File: src/hw/rtl/wcmf_pkg.sv
`default_nettype none

package wcmf_pkg;

  localparam int unsigned CFG_W     = 11;
  localparam int unsigned THR_W     = 6;
  localparam int unsigned IDX_W     = 2;
  localparam int unsigned ROW_W     = 12;
  localparam int unsigned Q_DEPTH   = 4;
  localparam int unsigned OUT_DEPTH = 8;

  localparam logic [CFG_W-1:0] WIDTH_RST     = 11'd640;
  localparam logic [CFG_W-1:0] HEIGHT_RST    = 11'd480;
  localparam logic             TARGET_RST    = 1'b1;
  localparam logic [THR_W-1:0] THRESHOLD_RST = 6'd4;

  typedef enum logic [IDX_W-1:0] {
    CFG_WIDTH     = 2'd0,
    CFG_HEIGHT    = 2'd1,
    CFG_TARGET    = 2'd2,
    CFG_THRESHOLD = 2'd3
  } cfg_idx_e;

  typedef struct packed {
    logic [CFG_W-1:0] width;
    logic [CFG_W-1:0] height;
    logic             target;
    logic [THR_W-1:0] threshold;
  } cfg_t;

  typedef struct packed {
    logic pixel_value;
    logic drain;
  } in_item_t;

  typedef struct packed {
    logic out_pixel;
    logic last_of_frame;
  } out_item_t;

  // one raster step handed from the front to the back
  typedef struct packed {
    logic             pixel;
    logic [CFG_W-1:0] col;
    logic             emit;
    logic             last;
    logic [CFG_W-1:0] out_col;
    logic [ROW_W-1:0] out_row;
  } step_t;

endpackage

`default_nettype wire

File: src/hw/rtl/wcmf_front.sv
`default_nettype none

module wcmf_front
  import wcmf_pkg::*;
#(
  parameter int unsigned RADIUS    = 4,
  parameter int unsigned MAX_WIDTH = 1024
) (
  input  logic     clk_i,
  input  logic     rst_ni,
  input  logic     push_i,
  input  in_item_t in_item_i,
  output logic     full_o,
  input  cfg_t     cfg_i,
  input  logic     restart_i,
  input  logic     q_full_i,
  output logic     q_push_o,
  output step_t    q_data_o
);

  localparam int unsigned DW = $clog2((RADIUS-1)*MAX_WIDTH + RADIUS);

  typedef enum logic [1:0] {
    ST_RUN  = 2'b01,
    ST_SPIN = 2'b10
  } state_e;

  state_e           state_q, state_d;
  logic [CFG_W-1:0] in_col_q, in_col_d;
  logic [CFG_W-1:0] out_col_q, out_col_d;
  logic [ROW_W-1:0] in_row_q, in_row_d;
  logic [ROW_W-1:0] out_row_q, out_row_d;
  logic [DW-1:0]    steps_q, steps_d;
  logic [DW-1:0]    delay;
  logic             frame_in;
  logic             emit_now;
  logic             last_now;
  logic             accept;
  logic             step_req;
  logic             step_bit;

  // raster distance between a pixel and the result it completes
  assign delay    = DW'(RADIUS-1) * DW'(cfg_i.width) + DW'(RADIUS-1);
  assign frame_in = (in_row_q < ROW_W'(cfg_i.height));
  assign emit_now = (steps_q >= delay);
  assign last_now = emit_now && (out_col_q == cfg_i.width - CFG_W'(1))
                    && (out_row_q == ROW_W'(cfg_i.height) - ROW_W'(1));

  assign full_o = (state_q != ST_RUN) || q_full_i;
  assign accept = push_i && !full_o;

  always_comb begin
    state_d  = state_q;
    step_req = 1'b0;
    step_bit = 1'b0;
    unique case (state_q)
      ST_RUN: begin
        if (accept) begin
          if (frame_in) begin
            // a drain before the frame is complete is dropped
            step_req = !in_item_i.drain;
            step_bit = in_item_i.pixel_value;
          end else begin
            step_req = 1'b1;
            if (!emit_now) begin
              state_d = ST_SPIN;
            end
          end
        end
      end
      ST_SPIN: begin
        // small frame: run empty steps until the first result is due
        step_req = !q_full_i;
        if (step_req && emit_now) begin
          state_d = ST_RUN;
        end
      end
      default: begin
        state_d = ST_RUN;
      end
    endcase
  end

  always_comb begin
    in_col_d  = in_col_q;
    in_row_d  = in_row_q;
    out_col_d = out_col_q;
    out_row_d = out_row_q;
    steps_d   = steps_q;
    if (step_req) begin
      if (in_col_q == cfg_i.width - CFG_W'(1)) begin
        in_col_d = '0;
        in_row_d = in_row_q + ROW_W'(1);
      end else begin
        in_col_d = in_col_q + CFG_W'(1);
      end
      if (emit_now) begin
        if (out_col_q == cfg_i.width - CFG_W'(1)) begin
          out_col_d = '0;
          out_row_d = out_row_q + ROW_W'(1);
        end else begin
          out_col_d = out_col_q + CFG_W'(1);
        end
      end else begin
        steps_d = steps_q + DW'(1);
      end
      if (last_now) begin
        in_col_d  = '0;
        in_row_d  = '0;
        out_col_d = '0;
        out_row_d = '0;
        steps_d   = '0;
      end
    end
    if (restart_i) begin
      in_col_d  = '0;
      in_row_d  = '0;
      out_col_d = '0;
      out_row_d = '0;
      steps_d   = '0;
    end
  end

  always_comb begin
    q_push_o         = step_req;
    q_data_o.pixel   = step_bit;
    q_data_o.col     = in_col_q;
    q_data_o.emit    = emit_now;
    q_data_o.last    = last_now;
    q_data_o.out_col = out_col_q;
    q_data_o.out_row = out_row_q;
  end

  always_ff @(posedge clk_i or negedge rst_ni) begin
    if (!rst_ni) begin
      state_q   <= ST_RUN;
      in_col_q  <= '0;
      in_row_q  <= '0;
      out_col_q <= '0;
      out_row_q <= '0;
      steps_q   <= '0;
    end else begin
      state_q   <= (restart_i || (step_req && last_now)) ? ST_RUN : state_d;
      in_col_q  <= in_col_d;
      in_row_q  <= in_row_d;
      out_col_q <= out_col_d;
      out_row_q <= out_row_d;
      steps_q   <= steps_d;
    end
  end

  a_last_restarts: assert property (@(posedge clk_i) disable iff (!rst_ni)
    (q_push_o && q_data_o.last) |=> (in_col_q == '0 && in_row_q == '0 && steps_q == '0))
    else $error("frame counters not cleared after last result");

  a_lead_bounded: assert property (@(posedge clk_i) disable iff (!rst_ni)
    steps_q <= delay)
    else $error("lead counter ran past the window delay");

  a_spin_after_frame: assert property (@(posedge clk_i) disable iff (!rst_ni)
    (state_q == ST_SPIN) |-> !frame_in)
    else $error("flush steps issued while the frame is still arriving");

endmodule

`default_nettype wire

File: config.mk
export PLATFORM = sky130hd
export DESIGN_NAME = wcmf_front
export DESIGN_NICKNAME = d
export VERILOG_FILES = /design/src/hw/rtl/wcmf_pkg.sv /design/src/hw/rtl/wcmf_front.sv
export SDC_FILE = /design/constraint.sdc
export NUM_CORES = 1
export LEC_CHECK = 0
export ABC_AREA = 1
export BUFFER_PORTS_ARGS = -buffer_cell sky130_fd_sc_hd__buf_2
export CAP_MARGIN = 10
export CORE_MARGIN = 3
export CORE_UTILIZATION = 50
export DETAILED_ROUTE_END_ITERATION = 12
export GPL_ROUTABILITY_DRIVEN = 1
export HOLD_SLACK_MARGIN = 0.02
export PLACE_DENSITY = 0.7
export SYNTH_ARGS = -nofsm -noshare
export SYNTH_HDL_FRONTEND = slang
export SYNTH_SLANG_ARGS = --single-unit
File: constraint.sdc
create_clock -name clk_i -period 4.45 [get_ports clk_i]
set_input_delay 0.2225 -clock clk_i [delete_from_list [all_inputs] [get_ports clk_i]]
set_output_delay 0.2225 -clock clk_i [all_outputs]
set_load 0.05 [all_outputs]
==> results_tabular.tex <==
\begin{tabular}{lr}
\hline
Metric & Value \\
\hline
\multicolumn{2}{l}{\textbf{Status}} \\
\quad Run status & finished, final reports clean \\
\multicolumn{2}{l}{\textbf{Layout}} \\
\quad Share of cells above drive strength 1 & 0.127 \\
\quad Final core area utilization & 0.588 \\
\quad Final-layout fill cell count & 1143 \\
\quad Layout-stage area growth over the synthesis result & 14.1\% \\
\quad Number of antenna repair diodes & 0 \\
\quad \# nets final & 1040 \\
\quad Area of all sequential standard cells & 0.00150 mm2 \\
\quad Area taken by multi-input logic gates & 0.00388 mm2 \\
\multicolumn{2}{l}{\textbf{STA}} \\
\quad Worst Clk Skew & 7.13 ps \\
\quad Slew at the pin closest to its max-slew limit & 761 ps \\
\quad Max Transition Viols Final & 0 \\
\quad Final hold vios & 0 \\
\quad Clock period minus worst slack & 3900 ps \\
\quad Final sum of negative setup slack & 0 ps \\
\quad Unrepaired setup endpoints after global routing & no \\
\quad Final setup violating endpoints & 0 \\
\quad Max Clk Rate & 0.257 GHz \\
\quad Worst hold slack after final layout & 224 ps \\
\quad Period Utilization, post-route & 0.876 \\
\quad Remaining max-slew budget at the tightest pin & 0.493 \\
\multicolumn{2}{l}{\textbf{Clock network}} \\
\quad Clock Sinks & 60 \\
\quad Clock tree root buffer cell & clkbuf\_16 \\
\quad Number of buffers on the longest clock path & 2 \\
\quad Depth of the CTS H-tree & 3 \\
\quad TritonCTS clock tree & yes \\
\quad Number of buffers added for setup after CTS & 0 \\
\quad CTS clk-pin slew, worst paths & 50 ps \\
\quad Clock buffers created by TritonCTS & 9 \\
\quad Clock network latency to the later pin of the worst-skew pair & 330 ps \\
\multicolumn{2}{l}{\textbf{Setup path}} \\
\quad Family with the most delay on the worst path & compound AO/OA/AOI/OAI gates \\
\quad Crit-path max FO & 4 \\
\quad Critical path type & in2out \\
\quad Worst path buffer plus inverter count & 4 \\
\quad Largest stage delay on the critical path & 350 ps \\
\quad Req. time, crit path & 4230 ps \\
\quad Worst Setup End Kind & primary output \\
\quad Worst Setup Start Kind & input pin \\
\quad CP Data Arrival Time & 3680 ps \\
\quad Series of cell instances along the critical path & buf\_2 -> inv\_1 -> ha\_1 -> ha\_1 -> a21oi\_1 -> o21ai\_0 -> nand2\_1 -> nand2\_1 -> a21oi\_1 -> nor2\_1 -> a21oi\_1 -> o21ai\_0 -> xnor2\_1 -> ha\_1 -> nand2\_1 -> inv\_1 -> nand3\_1 -> a21oi\_1 -> nand3b\_1 -> a21o\_1 -> nand2\_1 -> nor2\_1 -> buf\_2 \\
\quad CP max-delay cell & ha\_1 \\
\multicolumn{2}{l}{\textbf{Synth}} \\
\quad Count of different cell masters after synthesis & 39 \\
\quad Count of synthesis-stage warnings from yosys & 0 \\
\quad Seq/Total Area, Yosys & 0.254 \\
\quad Leading post-synthesis cells by instance count & nand2\_1 (216), inv\_1 (110), nand3\_1 (94), nor2\_1 (91), ha\_1 (62) \\
\quad Summed instance area of the synthesized netlist & 0.00591 mm2 \\
\quad Post-synth top area share & 0.250 \\
\quad Number of nets produced by synthesis & 967 \\
\quad Post-synthesis instance total & 869 \\
\quad Number of enable flip-flop cells after synthesis & 0 \\
\quad Share of synthesized flip-flops with an asynchronous set or reset & 1.00 \\
\quad Cell types occupying the most area after synthesis & dfrtp\_1 (25\%), nand2\_1 (14\%), ha\_1 (13\%) \\
\quad Register bit count reported by yosys & 60 \\
\quad Mean area per synthesized cell & 6.81 um2 \\
\quad Dominant cell by count in the synthesized netlist & nand2\_1 \\
\quad Leading area contributor after synthesis & dfrtp\_1 \\
\quad Ys flop type & dfrtp\_1 \\
\multicolumn{2}{l}{\textbf{Placement}} \\
\quad IO Port Bufs & 67 \\
\quad Placed wire-length estimate & 11700 um \\
\quad Global placement routability congestion & 0.945 \\
\multicolumn{2}{l}{\textbf{Power and ir drop}} \\
\quad Pwr Total & 1.68 mW \\
\quad Leakage & 3.52 nW \\
\quad Worst VDD drop & 0.157 mV \\
\quad Areal power density over the cells & 249 mW/mm2 \\
\multicolumn{2}{l}{\textbf{Floorplan}} \\
\quad Initial cell density of the core & 0.516 \\
\quad Die Y & 115 um \\
\quad Die area & 0.0132 mm2 \\
\quad Std cell rows & 39 \\
\quad I/O pins & 75 \\
\quad Die width & 115 um \\
\quad Core Footprint & 0.0115 mm2 \\
\multicolumn{2}{l}{\textbf{Route}} \\
\quad Number of nets still failing antenna checks after routing & 0 \\
\quad Metal1 wirelength & 7000 um \\
\quad Detailed-route via count & 5705 \\
\quad Initial detailed-routing violation count & 344 \\
\quad Total routed wirelength & 15200 um \\
\quad Met2 layer wire length in the routed design & 7150 um \\
\quad Number of remaining DRC errors & 0 \\
\quad Drt wl/cell & 14.0 um \\
\quad Post-detailed-route via-to-cell ratio & 5.23 \\
\quad Amount of wire on met3 after detailed routing & 870 um \\
\quad Highest metal layer used by the detailed router & met4 \\
\quad 1st-pass router iterations & 5 \\
\multicolumn{2}{l}{\textbf{Global routing}} \\
\quad Vias in the first global route & 5444 \\
\quad Number of antenna violations at the first check in global routing & 0 \\
\quad Maximum number of pins on one net before global-route repair & 57 \\
\quad Wire length of the first global-routing pass & 26200 um \\
\quad Global routing usage summed across all routing layers & 0.246 \\
\quad Grt total ovfl & 0 \\
\multicolumn{2}{l}{\textbf{Worst hold path}} \\
\quad Class of the most critical hold timing path & in2async \\
\multicolumn{2}{l}{\textbf{Job}} \\
\quad Max-cap violation count & 0 \\
\hline
\end{tabular}
## layer usage
metal,vias to the layer above,track usage
met4,0,0.0673
met2,146,0.411
met1,2584,0.333
li1,2957,-
met5,-,0
met3,18,0.0395
## kinds of logic (layout without fill, tap and decap cells)
logic type | after synthesis | in the layout | share of synthesized area
compound gates | 85 | 85 | 0.0800
xor+xnor | 68 | 68 | 0.101
fa+ha+maj | 62 | 62 | 0.131
buf+inv | 132 | 210 | 0.0903
flops | 60 | 60 | 0.254
simple gates | 462 | 462 | 0.344
## flip-flops by register name (all words and copies together), names as in the netlist
register	cells
in_col_q	11
state_q	2
steps_q	12
out_col_q	11
in_row_q	12
out_row_q	12
## area by class of cell
class | count | share of cell area
clock buffer | 12 | 0.0395
clock inverter | 4 | 0.0104
inverter | 117 | 0.0651
multi-input combinational | 677 | 0.575
sequential | 60 | 0.223
tap | 143 | 0.0265
timing repair buffer | 77 | 0.0612
## worst reg2reg max path: stages, from the launching register on
cell and delay [ps]:
dfrtp_1 460, ha_1 330, nand2_1 50, inv_1 60, nand2_1 50, a21oi_1 120
nor2_1 70, nand3_1 80, nand2_1 80, a21o_2 290, nand2_1 200, buf_4 360
nand2_4 190, inv_1 140, nor2_1 60
## placed cells by master, fill, tap and decap left out, types with 2 or more instances in the layout
master and instances:
bufinv_16 2, o21ai_1 14, nand3_1 94, clkbuf_8 3, nand2_2 2, clkbuf_16 9, dfrtp_1 59, clkinv_1 2
nand3_2 3, o22ai_1 7, a21boi_0 2, nor2_4 2, nor2_1 91, nor4_1 5, nand3b_1 4, inv_2 5
nand4_1 14, xnor2_1 13, buf_2 67, or2_2 5, inv_1 110, buf_4 9, nor3_1 18, o21ai_0 30
and3_1 2, a21oi_1 22, clkinv_2 2, nand2_1 216, xor2_1 55, o21a_1 2, ha_1 62, nand2_4 5
a21oi_2 2
## worst paths after layout
check	from	endpoint	slack [ps]	cells after the start
min	rst_ni	out_row_q[1]	220	2
max in group asynchronous	rst_ni	out_col_q[5]	3280	3
min in group clk_i	q_full_i	state_q[0]	350	5
max reg2reg	in_row_q[7]	in_col_q[9]	1790	14
max	cfg_i[21]	q_data_o[23]	550	23
min reg2reg	state_q[0]	state_q[0]	480	2
## power by group
part / switching (mW) / internal, mW
registers: 0.0130 / 0.555
logic: 0.210 / 0.113
clock network: 0.257 / 0.534
total: 0.481 / 1.20
## per-stage QoR
stage,std cells,cell area (um2),setup WS [ps]
finish,1090,6750,551
global route,1090,6750,90.0
CTS,1090,6750,515
detailed placement,1073,6400,245
global placement,1073,6400,298
floorplan,869,5910,884
## repair_timing
| action | in CTS | in global routing |
|---|---|---|
| hold buffers | 1 | 0 |
| gates resized for setup | 0 | 0 |
| endpoints found under the hold margin | 4 | 0 |
Power figures use the tool's default switching activity.
