$ cat src/hw/rtl/wcmf_pkg.sv
`default_nettype none

package wcmf_pkg;

  localparam int unsigned CFG_W     = 11;
  localparam int unsigned THR_W     = 6;
  localparam int unsigned IDX_W     = 2;
  localparam int unsigned ROW_W     = 12;
  localparam int unsigned Q_DEPTH   = 4;
  localparam int unsigned OUT_DEPTH = 8;

  localparam logic [CFG_W-1:0] WIDTH_RST     = 11'd640;
  localparam logic [CFG_W-1:0] HEIGHT_RST    = 11'd480;
  localparam logic             TARGET_RST    = 1'b1;
  localparam logic [THR_W-1:0] THRESHOLD_RST = 6'd4;

  typedef enum logic [IDX_W-1:0] {
    CFG_WIDTH     = 2'd0,
    CFG_HEIGHT    = 2'd1,
    CFG_TARGET    = 2'd2,
    CFG_THRESHOLD = 2'd3
  } cfg_idx_e;

  typedef struct packed {
    logic [CFG_W-1:0] width;
    logic [CFG_W-1:0] height;
    logic             target;
    logic [THR_W-1:0] threshold;
  } cfg_t;

  typedef struct packed {
    logic pixel_value;
    logic drain;
  } in_item_t;

  typedef struct packed {
    logic out_pixel;
    logic last_of_frame;
  } out_item_t;

  // one raster step handed from the front to the back
  typedef struct packed {
    logic             pixel;
    logic [CFG_W-1:0] col;
    logic             emit;
    logic             last;
    logic [CFG_W-1:0] out_col;
    logic [ROW_W-1:0] out_row;
  } step_t;

endpackage

`default_nettype wire

$ cat src/hw/rtl/wcmf_queue.sv
`default_nettype none

module wcmf_queue
  import wcmf_pkg::*;
(
  input  logic  clk_i,
  input  logic  rst_ni,
  input  logic  push_i,
  input  step_t push_data_i,
  output logic  full_o,
  input  logic  pop_i,
  output step_t head_o,
  output logic  empty_o
);

  localparam int unsigned PW = $clog2(Q_DEPTH);

  step_t         mem_q [Q_DEPTH];
  logic [PW-1:0] wr_ptr_q;
  logic [PW-1:0] rd_ptr_q;
  logic [PW:0]   cnt_q;

  assign full_o  = (cnt_q == (PW+1)'(Q_DEPTH));
  assign empty_o = (cnt_q == '0);
  assign head_o  = mem_q[rd_ptr_q];

  always_ff @(posedge clk_i) begin
    if (push_i) begin
      mem_q[wr_ptr_q] <= push_data_i;
    end
  end

  always_ff @(posedge clk_i or negedge rst_ni) begin
    if (!rst_ni) begin
      wr_ptr_q <= '0;
      rd_ptr_q <= '0;
      cnt_q    <= '0;
    end else begin
      if (push_i) begin
        wr_ptr_q <= wr_ptr_q + PW'(1);
      end
      if (pop_i) begin
        rd_ptr_q <= rd_ptr_q + PW'(1);
      end
      cnt_q <= cnt_q + (PW+1)'(push_i) - (PW+1)'(pop_i);
    end
  end

  a_no_push_when_full: assert property (@(posedge clk_i) disable iff (!rst_ni)
    push_i |-> (!full_o || pop_i))
    else $error("step queue written while full");

endmodule

`default_nettype wire

$ cat config.mk
export PLATFORM = sky130hd
export DESIGN_NAME = wcmf_queue
export DESIGN_NICKNAME = d
export VERILOG_FILES = /design/src/hw/rtl/wcmf_pkg.sv /design/src/hw/rtl/wcmf_queue.sv
export SDC_FILE = /design/constraint.sdc
export NUM_CORES = 1
export LEC_CHECK = 0
export BUFFER_PORTS_ARGS = -buffer_cell sky130_fd_sc_hd__buf_2
export CAP_MARGIN = 5
export CELL_PAD_IN_SITES_DETAIL_PLACEMENT = 0
export CELL_PAD_IN_SITES_GLOBAL_PLACEMENT = 1
export CORE_MARGIN = 3
export CORE_UTILIZATION = 30
export DETAILED_ROUTE_END_ITERATION = 8
export GPL_TIMING_DRIVEN = 0
export HOLD_SLACK_MARGIN = 0.15
export PLACE_DENSITY_LB_ADDON = 0.1
export RECOVER_POWER = 100
export SLEW_MARGIN = 0
export SYNTH_ARGS = -nofsm -noshare
export SYNTH_HDL_FRONTEND = slang
export SYNTH_SLANG_ARGS = --single-unit
export TNS_END_PERCENT = 30
$ cat constraint.sdc
create_clock -name clk_i -period 2.6 [get_ports clk_i]
set_input_delay 0.13 -clock clk_i [delete_from_list [all_inputs] [get_ports clk_i]]
set_output_delay 0.13 -clock clk_i [all_outputs]
set_load 0.02 [all_outputs]
==> impl_metrics.toml, run 1 <==
[floorplanning]
die_width_um = 144.1
fp-row-count = 49
die_height_um = 144.1
initial_core_util = 0.3120
coreArea_um2 = 18330
ios = 80
die_area_um2 = 20760

[power_and_ir_drop]
power_total_uw = 8719
power.density_nw_per_um2 = 1171
worst_ir_drop_vdd_mv = 0.4904
static-leakage-power_uw = 0.002463

[logic_synthesis]
netlist_area_um2 = 5719
yosys_register_bits = 155
synth_cell_type_count = 17
synth.yosys.seq_area_share = 0.8077
synth_area_per_cell_um2 = 25.19
synthesis.yosys.warnings = 0
syn_inst = 227
syn_nets = 275

[layout]
design_area_um2 = 7443
most_frequent_standard_cell_in_the_layout_excluding_fill_and_tap_cells = "sky130_fd_sc_hd__edfxtp_1"
post_layout_util = 0.4060
nNetsFinal = 418
fillerInstances = 1671
antenna_cells = 0
most-common-layout-cells = "148 x sky130_fd_sc_hd__edfxtp_1, 77 x sky130_fd_sc_hd__clkbuf_1, 41 x sky130_fd_sc_hd__dlygate4sd3_1"
fraction_of_final_layout_cells_with_drive_strength_greater_than_1 = 0.2193
finalNonFillerCells = 612
multi_input_gate_area_in_the_final_layout_um2 = 1022
area.sequential_um2 = 4619
area_delta_synth_final_pct = 30.15

[setup_path]
worst_setup_path_start_kind = "flop"
crit_required_ns = 2.64
critical_path_peak_fanout = 22
r2r_start = "wr_ptr_q[0]"
ff2ff_path_depth = 4
worst_ep_arrival_time_ns = 2.24
end_kind = "flop"
reg_to_reg_end = "mem_q[2][23]"
r2r_setup_slack_ns = 0.40
timing.setup.critical_path_class = "flop to flop"

[sta]
period_share = 0.8475
hold_violations = 0
finalMaxSlewViolations = 0
timing.max_slew.rel_slack = 0.2139
finalWorstPathRequiredPeriod_ns = 2.203
report.final.setup_viol = 0
max_slew.worst_pin.slew_ns = 1.178
setup_repair_after_global_routing_missed_its_margin = "no"
timing.fmax_mhz = 453.8
final.setup_skew_ns = 0.009332
worst_hold_slack_ns = 0.4799

[drt]
detail_route.vias_per_cell = 4.477
ant_nets = 0
drt_iter0_markers = 135
detail_route.first_pass.iterations = 4
wl_per_cell_um = 18.44
vias = 2740
drcViolationCount = 0
postRouteWirelength_um = 11290

[clocking]
postCtsHoldBufs = 41
postCtsResizedCells = 0
cts_made_buffers = 17
cts_tree = "yes"
clock_tree.buffer_depth = 2
clkTransAtPathRegs_ns = 0.06
worstSkewPairLatency_ns = 0.42
clkSinkCount = 155
htreeDepth = 4
ctsRootBufferMaster = "sky130_fd_sc_hd__clkbuf_16"
postCtsSetupBuffers = 0

[status]
run_status = "finished clean"

[min_path]
min_delay_src = "pop_i"
hold_path_class = "primary input to flop"
holdPathStages = 3
hold_path_end = "rd_ptr_q[0]"

[global_routing]
grt_start_max_net_pins = 28
grt_remaining_overflow = 0
grt_antenna_before_repair = 0
grtUsageTotal = 0.1156
vias_in_the_first_global_route = 2904
grt_pass1_wl_um = 17290

[placement]
placed_cell_area_um2 = 6486
hpwlAfterDp_um = 6717
gpl.final_weighted_congestion = 0.6506
placedCellCount = 539
io_buffers = 79

[job]
maxCapViolations = 0
## critical path: stages, from the launching register on
cell	delay [ns]
sky130_fd_sc_hd__dfrtp_1	0.42
sky130_fd_sc_hd__inv_1	0.10
sky130_fd_sc_hd__ha_1	0.13
sky130_fd_sc_hd__and2_2	0.43
sky130_fd_sc_hd__clkbuf_2	0.73
## stage by stage
stage / TNS [ns] / worst slack (ns)
floorplan: 0 / 0.6805
global placement: -35.57 / -0.2594
detailed placement: 0 / 0.8523
CTS: 0 / 0.4312
global route: 0 / 0.2205
finish: 0 / 0.3965
## routing by layer
layer  up-vias  global-route usage  part of all wire
met1      1422              0.1545              0.46
li1       1241                   -                 -
met5         -                   0                 0
met4         0             0.04757             0.018
met3        15             0.03472             0.037
met2        62              0.1774              0.48
## cell families after synthesis
kind of cell,synth area share
flip-flops,0.8077
AO/OA/AOI/OAI,0.0008742
adder cells (fa/ha/maj),0.01663
multiplexers,0.1457
AND/OR/NAND/NOR,0.007657
buffers and inverters,0.01378
XOR/XNOR,0.007658
## cell type report
type	count	share of cell area
Buffer	8	0.007564
Tap cell	229	0.03849
Clock buffer	21	0.05917
Timing Repair Buffer	124	0.1049
Inverter	6	0.003026
Sequential cell	155	0.6206
Clock inverter	11	0.02891
Multi-Input combinational cell	58	0.1373
## sequential cells by signal (all words and copies together) (netlist names)
| signal | flops |
|---|---|
| mem_q | 148 |
| cnt_q | 3 |
| rd_ptr_q | 2 |
| wr_ptr_q | 2 |
## worst max path at each step
stage / start / endpoint / slack, ns / cells past startpoint
2_1_floorplan: wr_ptr_q[0] / mem_q[0][0] / 0.68 / 3
3_3_place_gp: wr_ptr_q[0] / mem_q[0][25] / -0.26 / 3
3_5_place_dp: wr_ptr_q[0] / mem_q[2][18] / 0.85 / 4
4_1_cts: rd_ptr_q[1] / head_o[14] / 0.43 / 4
5_1_grt: wr_ptr_q[0] / mem_q[2][19] / 0.22 / 4
6_report: wr_ptr_q[0] / mem_q[2][23] / 0.40 / 4
## cell usage after synthesis (all sizes together)
cell	instances	area share
xor2	3	0.0046
o21ai	1	0.00087
nand2	2	0.0013
clkbuf	1	0.00066
and2	4	0.0044
dfrtp	7	0.031
edfxtp	148	0.78
mux4	37	0.15
fa	1	0.0035
and3	1	0.0011
buf	7	0.0092
ha	6	0.013
inv	6	0.0039
nor3	1	0.00087
xnor2	2	0.0031
## power breakdown
part / total (µW) / switching (µW) / internal [µW]
clock network: 2740 / 937 / 1800
registers: 3400 / 117 / 3280
logic: 2580 / 1570 / 1010
(Power assumes the default switching activity.)
==> run 2: changes to the inputs <==
==> constraint.sdc (replaced) <==
create_clock -name clk_i -period 1.9 [get_ports clk_i]
set_input_delay 0.095 -clock clk_i [delete_from_list [all_inputs] [get_ports clk_i]]
set_output_delay 0.095 -clock clk_i [all_outputs]
set_load 0.02 [all_outputs]
==> impl_metrics.toml, run 2 (synthesized netlist as in run 1, its figures left out) <==
[layout]
nNetsFinal = 422
largestRegisters = "mem_q (148), cnt_q (3)"
multi_input_gate_area_in_the_final_layout_um2 = 1027
design_area_um2 = 7652
fraction_of_final_layout_cells_with_drive_strength_greater_than_1 = 0.3307
area.sequential_um2 = 4621
most_frequent_standard_cell_in_the_layout_excluding_fill_and_tap_cells = "sky130_fd_sc_hd__edfxtp_1"
most-common-layout-cells = "148 x sky130_fd_sc_hd__edfxtp_1, 41 x sky130_fd_sc_hd__dlygate4sd3_1, 39 x sky130_fd_sc_hd__clkbuf_1"
register_bank_with_the_most_flops = "mem_q"
largest_register_ffs = 148
area_delta_synth_final_pct = 33.80
fillerInstances = 1627
finalNonFillerCells = 616
antenna_cells = 0

[sta]
setup_repair_after_global_routing_missed_its_margin = "yes"
period_share = 0.9961
final.setup_skew_ns = 0.01001
finalWorstPathRequiredPeriod_ns = 1.893
max_slew.worst_pin.slew_ns = 0.6482
finalWorstSetupSlack_ns = 0.007432
finalMaxSlewViolations = 0
hold_violations = 0
report.final.setup_viol = 0
timing.max_slew.rel_slack = 0.5679
timing.fmax_mhz = 528.4
setup_tns_ns = 0

[setup_path]
worst_setup_path_start_kind = "flop"
critical_path_peak_fanout = 9
r2r_start = "wr_ptr_q[1]"
crit_path_top_delay_cell = "sky130_fd_sc_hd__mux4_2"
worst_ep_arrival_time_ns = 1.80
reg_to_reg_end = "mem_q[1][17]"
cp_num_buf_inv = 3
crit_required_ns = 1.80
timing.setup.critical_path_class = "flop to output port"
slowest_delay_ns = 0.51
end_kind = "output port"
ff2ff_path_depth = 4
r2r_setup_slack_ns = 0.12
cp_cell_sequence = "buf_12, buf_12, mux4_2, buf_2"
cp_top_family = "multiplexers"
crit_path_frequent_cell = "sky130_fd_sc_hd__buf_12"

[floorplanning]
die_width_um = 144.1
fp-row-count = 49
die_area_um2 = 20760
die_height_um = 144.1
initial_core_util = 0.3120
ios = 80
coreArea_um2 = 18330

[min_path]
hold_path_class = "primary input to flop"
holdPathStages = 3
hold_path_end = "rd_ptr_q[0]"
min_delay_src = "pop_i"

[clocking]
cts_tree = "yes"
worstSkewPairLatency_ns = 0.42
cts_made_buffers = 17
clkTransAtPathRegs_ns = 0.06
ctsRootBufferMaster = "sky130_fd_sc_hd__clkbuf_16"
clock_tree.buffer_depth = 2
htreeDepth = 4
clkSinkCount = 155

[power_and_ir_drop]
static-leakage-power_uw = 0.002621
worst_ir_drop_vdd_mv = 0.7146
power.density_nw_per_um2 = 1619

[placement]
gpl.final_weighted_congestion = 0.6717
placedCellCount = 538
hpwlAfterDp_um = 6557
placed_cell_area_um2 = 6466
io_buffers = 79
dp_slack_ns = -0.1364

[global_routing]
grt_start_max_net_pins = 38
grt_antenna_before_repair = 0
grt_remaining_overflow = 0
grtUsageTotal = 0.1143
grt_pass1_wl_um = 16880
vias_in_the_first_global_route = 2905

[drt]
detail_route.first_pass.iterations = 4
met3WireLength_um = 478
drt_iter0_markers = 121
postRouteWirelength_um = 11350
wl_per_cell_um = 18.43
detail_route.vias_per_cell = 4.411
vias = 2717
met2_wirelength_um = 5458
topRoutingLayerUsed = "met4"
wl_met1_um = 5224
drcViolationCount = 0
ant_nets = 0

[status]
run_status = "finished clean"

[job]
maxCapViolations = 0
run 2: cell count changes in the layout (fill, tap and decap cells not counted), moves of 2 or more:
cell	delta
sky130_fd_sc_hd__and2_0	-3
sky130_fd_sc_hd__and2_2	+2
sky130_fd_sc_hd__buf_12	+2
sky130_fd_sc_hd__buf_2	+17
sky130_fd_sc_hd__buf_4	+2
sky130_fd_sc_hd__buf_6	+16
sky130_fd_sc_hd__bufinv_16	-2
sky130_fd_sc_hd__clkbuf_1	-38
sky130_fd_sc_hd__clkbuf_16	+2
sky130_fd_sc_hd__clkinv_1	+2
sky130_fd_sc_hd__clkinvlp_4	+2
sky130_fd_sc_hd__inv_6	+2
run 2: repair_timing:
item                                    4_1_cts  5_1_grt
endpoints found under the hold margin       160        0
hold buffers                                 41        0
gates cloned                                  0        2
pin swaps                                     0        0
setup buffers                                 3        0
endpoints found under the setup margin       67       33
resized for setup                            18       27
run 2: routing by layer:
layer  vias to the layer above  track usage
li1                       1252            -
met1                      1387       0.1497
met2                        67       0.1791
met3                        11      0.02943
met4                         0      0.05352
met5                         -            0
run 2: worst max path at each step:
stage	end	startpoint	cells past startpoint	slack, ns
global route	head_o[35]	rd_ptr_q[0]	4	-0.05
floorplan	mem_q[2][0]	wr_ptr_q[0]	3	-0.01
detailed placement	mem_q[0][18]	wr_ptr_q[0]	3	-0.14
global placement	mem_q[1][22]	wr_ptr_q[1]	3	-0.93
finish	head_o[35]	rd_ptr_q[0]	4	0.007
CTS	head_o[23]	rd_ptr_q[0]	4	-0.04
run 2: area by class of cell:
type | instances | area share
sequential | 155 | 0.6038
multi-input combinational | 58 | 0.1342
timing repair buffer | 128 | 0.1275
clock buffer | 17 | 0.05559
tap | 229 | 0.03744
clock inverter | 15 | 0.02551
buffer | 8 | 0.01292
inverter | 6 | 0.002943
run 2: tightest hold or removal path, cell delays in order:
cell	delay, ns
sky130_fd_sc_hd__dlygate4sd3_1	0.52
sky130_fd_sc_hd__buf_2	0.14
sky130_fd_sc_hd__xor2_1	0.07
run 2: metrics by stage:
stage / util / hold slack [ns] / power [µW]
after CTS: 0.4140 / 0.4024 / 12330
after global routing: 0.4174 / 0.4625 / 13040
after detailed placement: 0.3527 / -0.05786 / 8439
after floorplan: - / -0.2006 / 7154
final: 0.4174 / 0.4383 / 12390
after global placement: 0.3493 / -0.06048 / 8368
run 2: where the power goes:
group / switching (µW) / leakage [µW] / internal [µW]
clock network: 1340 / 0.000295 / 2200
logic: 2210 / 0.000886 / 1980
registers: 173 / 0.00144 / 4490
==> run 3: changes to the inputs <==
--- a/config.mk
+++ b/config.mk
@@ -10,7 +10,7 @@
 export CELL_PAD_IN_SITES_DETAIL_PLACEMENT = 0
 export CELL_PAD_IN_SITES_GLOBAL_PLACEMENT = 1
 export CORE_MARGIN = 3
-export CORE_UTILIZATION = 30
+export CORE_UTILIZATION = 45
 export DETAILED_ROUTE_END_ITERATION = 8
 export GPL_TIMING_DRIVEN = 0
 export HOLD_SLACK_MARGIN = 0.15
==> impl_metrics.toml, run 3 (synthesized netlist as in run 1, its figures left out) <==
[status]
run_status = "finished clean"

[min_path]
hold_path_class = "primary input to flop"
min_delay_src = "pop_i"

[global_routing]
vias_in_the_first_global_route = 3003
grt_pass1_wl_um = 16210
grt_use_met3 = 0.04689
grt.busiest_layer = "met2"
grtUsageTotal = 0.1539
grt_start_max_net_pins = 38
grt_remaining_overflow = 0
grt_antenna_before_repair = 0
met2_grt_util = 0.2369
global_route.usage.met1 = 0.2055

[setup_path]
worst_ep_arrival_time_ns = 1.78
timing.critical_path.from = "rd_ptr_q[0]"
critical_path_peak_fanout = 5
ff2ff_path_depth = 4
cp-endpoint = "head_o[30]"
crit_path_frequent_cell = "sky130_fd_sc_hd__buf_12"
crit_required_ns = 1.80
worst_setup_path_start_kind = "flop"
r2r_setup_slack_ns = 0.17
crit_path_top_delay_cell = "sky130_fd_sc_hd__mux4_2"
cp_top_family = "multiplexers"
reg_to_reg_end = "mem_q[1][15]"
end_kind = "output port"
r2r_start = "wr_ptr_q[1]"
critical_path_cell_count = 4
cp_num_buf_inv = 3
cp_cell_sequence = "buf_12, buf_12, mux4_2, buf_6"
timing.setup.critical_path_class = "flop to output port"
slowest_delay_ns = 0.53

[power_and_ir_drop]
power.density_nw_per_um2 = 1594
worst_ir_drop_vdd_mv = 0.8540
power_total_uw = 11980
static-leakage-power_uw = 0.002601

[sta]
final.setup_skew_ns = 0.002868
finalMaxSlewViolations = 0
setup_tns_ns = 0
finalWorstPathRequiredPeriod_ns = 1.880
max_slew.worst_pin.slew_ns = 0.5905
hold_violations = 0
setup_repair_after_global_routing_missed_its_margin = "yes"
finalWorstSetupSlack_ns = 0.02048
period_share = 0.9892
timing.fmax_mhz = 532.1
timing.max_slew.rel_slack = 0.6063
worst_hold_slack_ns = 0.4494
report.final.setup_viol = 0

[layout]
finalNonFillerCells = 554
fraction_of_final_layout_cells_with_drive_strength_greater_than_1 = 0.3316
antenna_cells = 0
register_bank_with_the_most_flops = "mem_q"
most-common-layout-cells = "148 x sky130_fd_sc_hd__edfxtp_1, 41 x sky130_fd_sc_hd__dlygate4sd3_1, 38 x sky130_fd_sc_hd__clkbuf_1"
largestRegisters = "mem_q (148), cnt_q (3)"
area_delta_synth_final_pct = 31.37
most_frequent_standard_cell_in_the_layout_excluding_fill_and_tap_cells = "sky130_fd_sc_hd__edfxtp_1"
largest_register_ffs = 148
nNetsFinal = 421

[drt]
wl_per_cell_um = 18.29
ant_nets = 0
detail_route.first_pass.iterations = 4
drcViolationCount = 0
vias = 2707
drt_iter0_markers = 173
detail_route.vias_per_cell = 4.886
postRouteWirelength_um = 10130

[job]
maxCapViolations = 0

[placement]
gpl.final_weighted_congestion = 0.6722
io_buffers = 79
placedCellCount = 477
dp_slack_ns = -0.04456
hpwlAfterDp_um = 5874

[floorplanning]
initial_core_util = 0.4683
die_area_um2 = 14100
fp-row-count = 40
die_height_um = 118.7
ios = 80
coreArea_um2 = 12210
die_width_um = 118.7

[clocking]
ctsRootBufferMaster = "sky130_fd_sc_hd__clkbuf_16"
htreeDepth = 4
worstSkewPairLatency_ns = 0.41
clkTransAtPathRegs_ns = 0.06
cts_tree = "yes"
clkSinkCount = 155
cts_made_buffers = 17
clock_tree.buffer_depth = 2
==> run 3: tightest hold or removal path: cells and delay by family <==
| kind | cells | cell delay (ns) |
|---|---|---|
| buffers and inverters | 2 | 0.66 |
| xor gates and xnor gates | 1 | 0.07 |
==> run 3: how the worst min path moves through the flow <==
stage,slack (ns),endpoint,depth (start not counted)
2_1_floorplan,-0.20,cnt_q[0],0
3_3_place_gp,-0.06,cnt_q[0],1
3_5_place_dp,-0.06,cnt_q[0],1
4_1_cts,0.41,mem_q[2][31],2
5_1_grt,0.45,rd_ptr_q[0],3
6_report,0.45,rd_ptr_q[0],3
==> run 3: where the power goes <==
part | switching [µW] | leakage [µW] | internal, µW
clock | 1250 | 0.000280 | 2040
combinational | 2120 | 0.000880 | 1900
sequential | 177 | 0.00144 | 4490
==> run 3: area by class of cell <==
cell class,instances,area [µm²]
multi-input combinational,58,1027
buffer,8,90.09
clock buffer,18,429.2
tap,168,210.2
inverter,6,22.52
timing repair buffer,127,959.7
fill,936,4698
sequential,155,4621
clock inverter,14,153.9
==> run 3: repair_timing <==
item,in CTS,in global routing
gates resized for setup,18,14
hold buffers,41,0
cloned,0,2
buffers inserted,2,0
endpoints found under the hold margin,160,0
endpoints found under the setup margin,66,30
==> run 3: layer usage <==
metal | share of wire | up-vias
met2 | 0.51 | 59
met5 | 0 | -
met3 | 0.036 | 16
met1 | 0.44 | 1383
met4 | 0.017 | 0
li1 | - | 1249
==> run 3: through the flow <==
stage	area, µm²	utilization
2_1_floorplan	5720	-
3_3_place_gp	6326	0.5180
3_5_place_dp	6390	0.5233
4_1_cts	7466	0.6114
5_1_grt	7513	0.6153
6_report	7513	0.6153
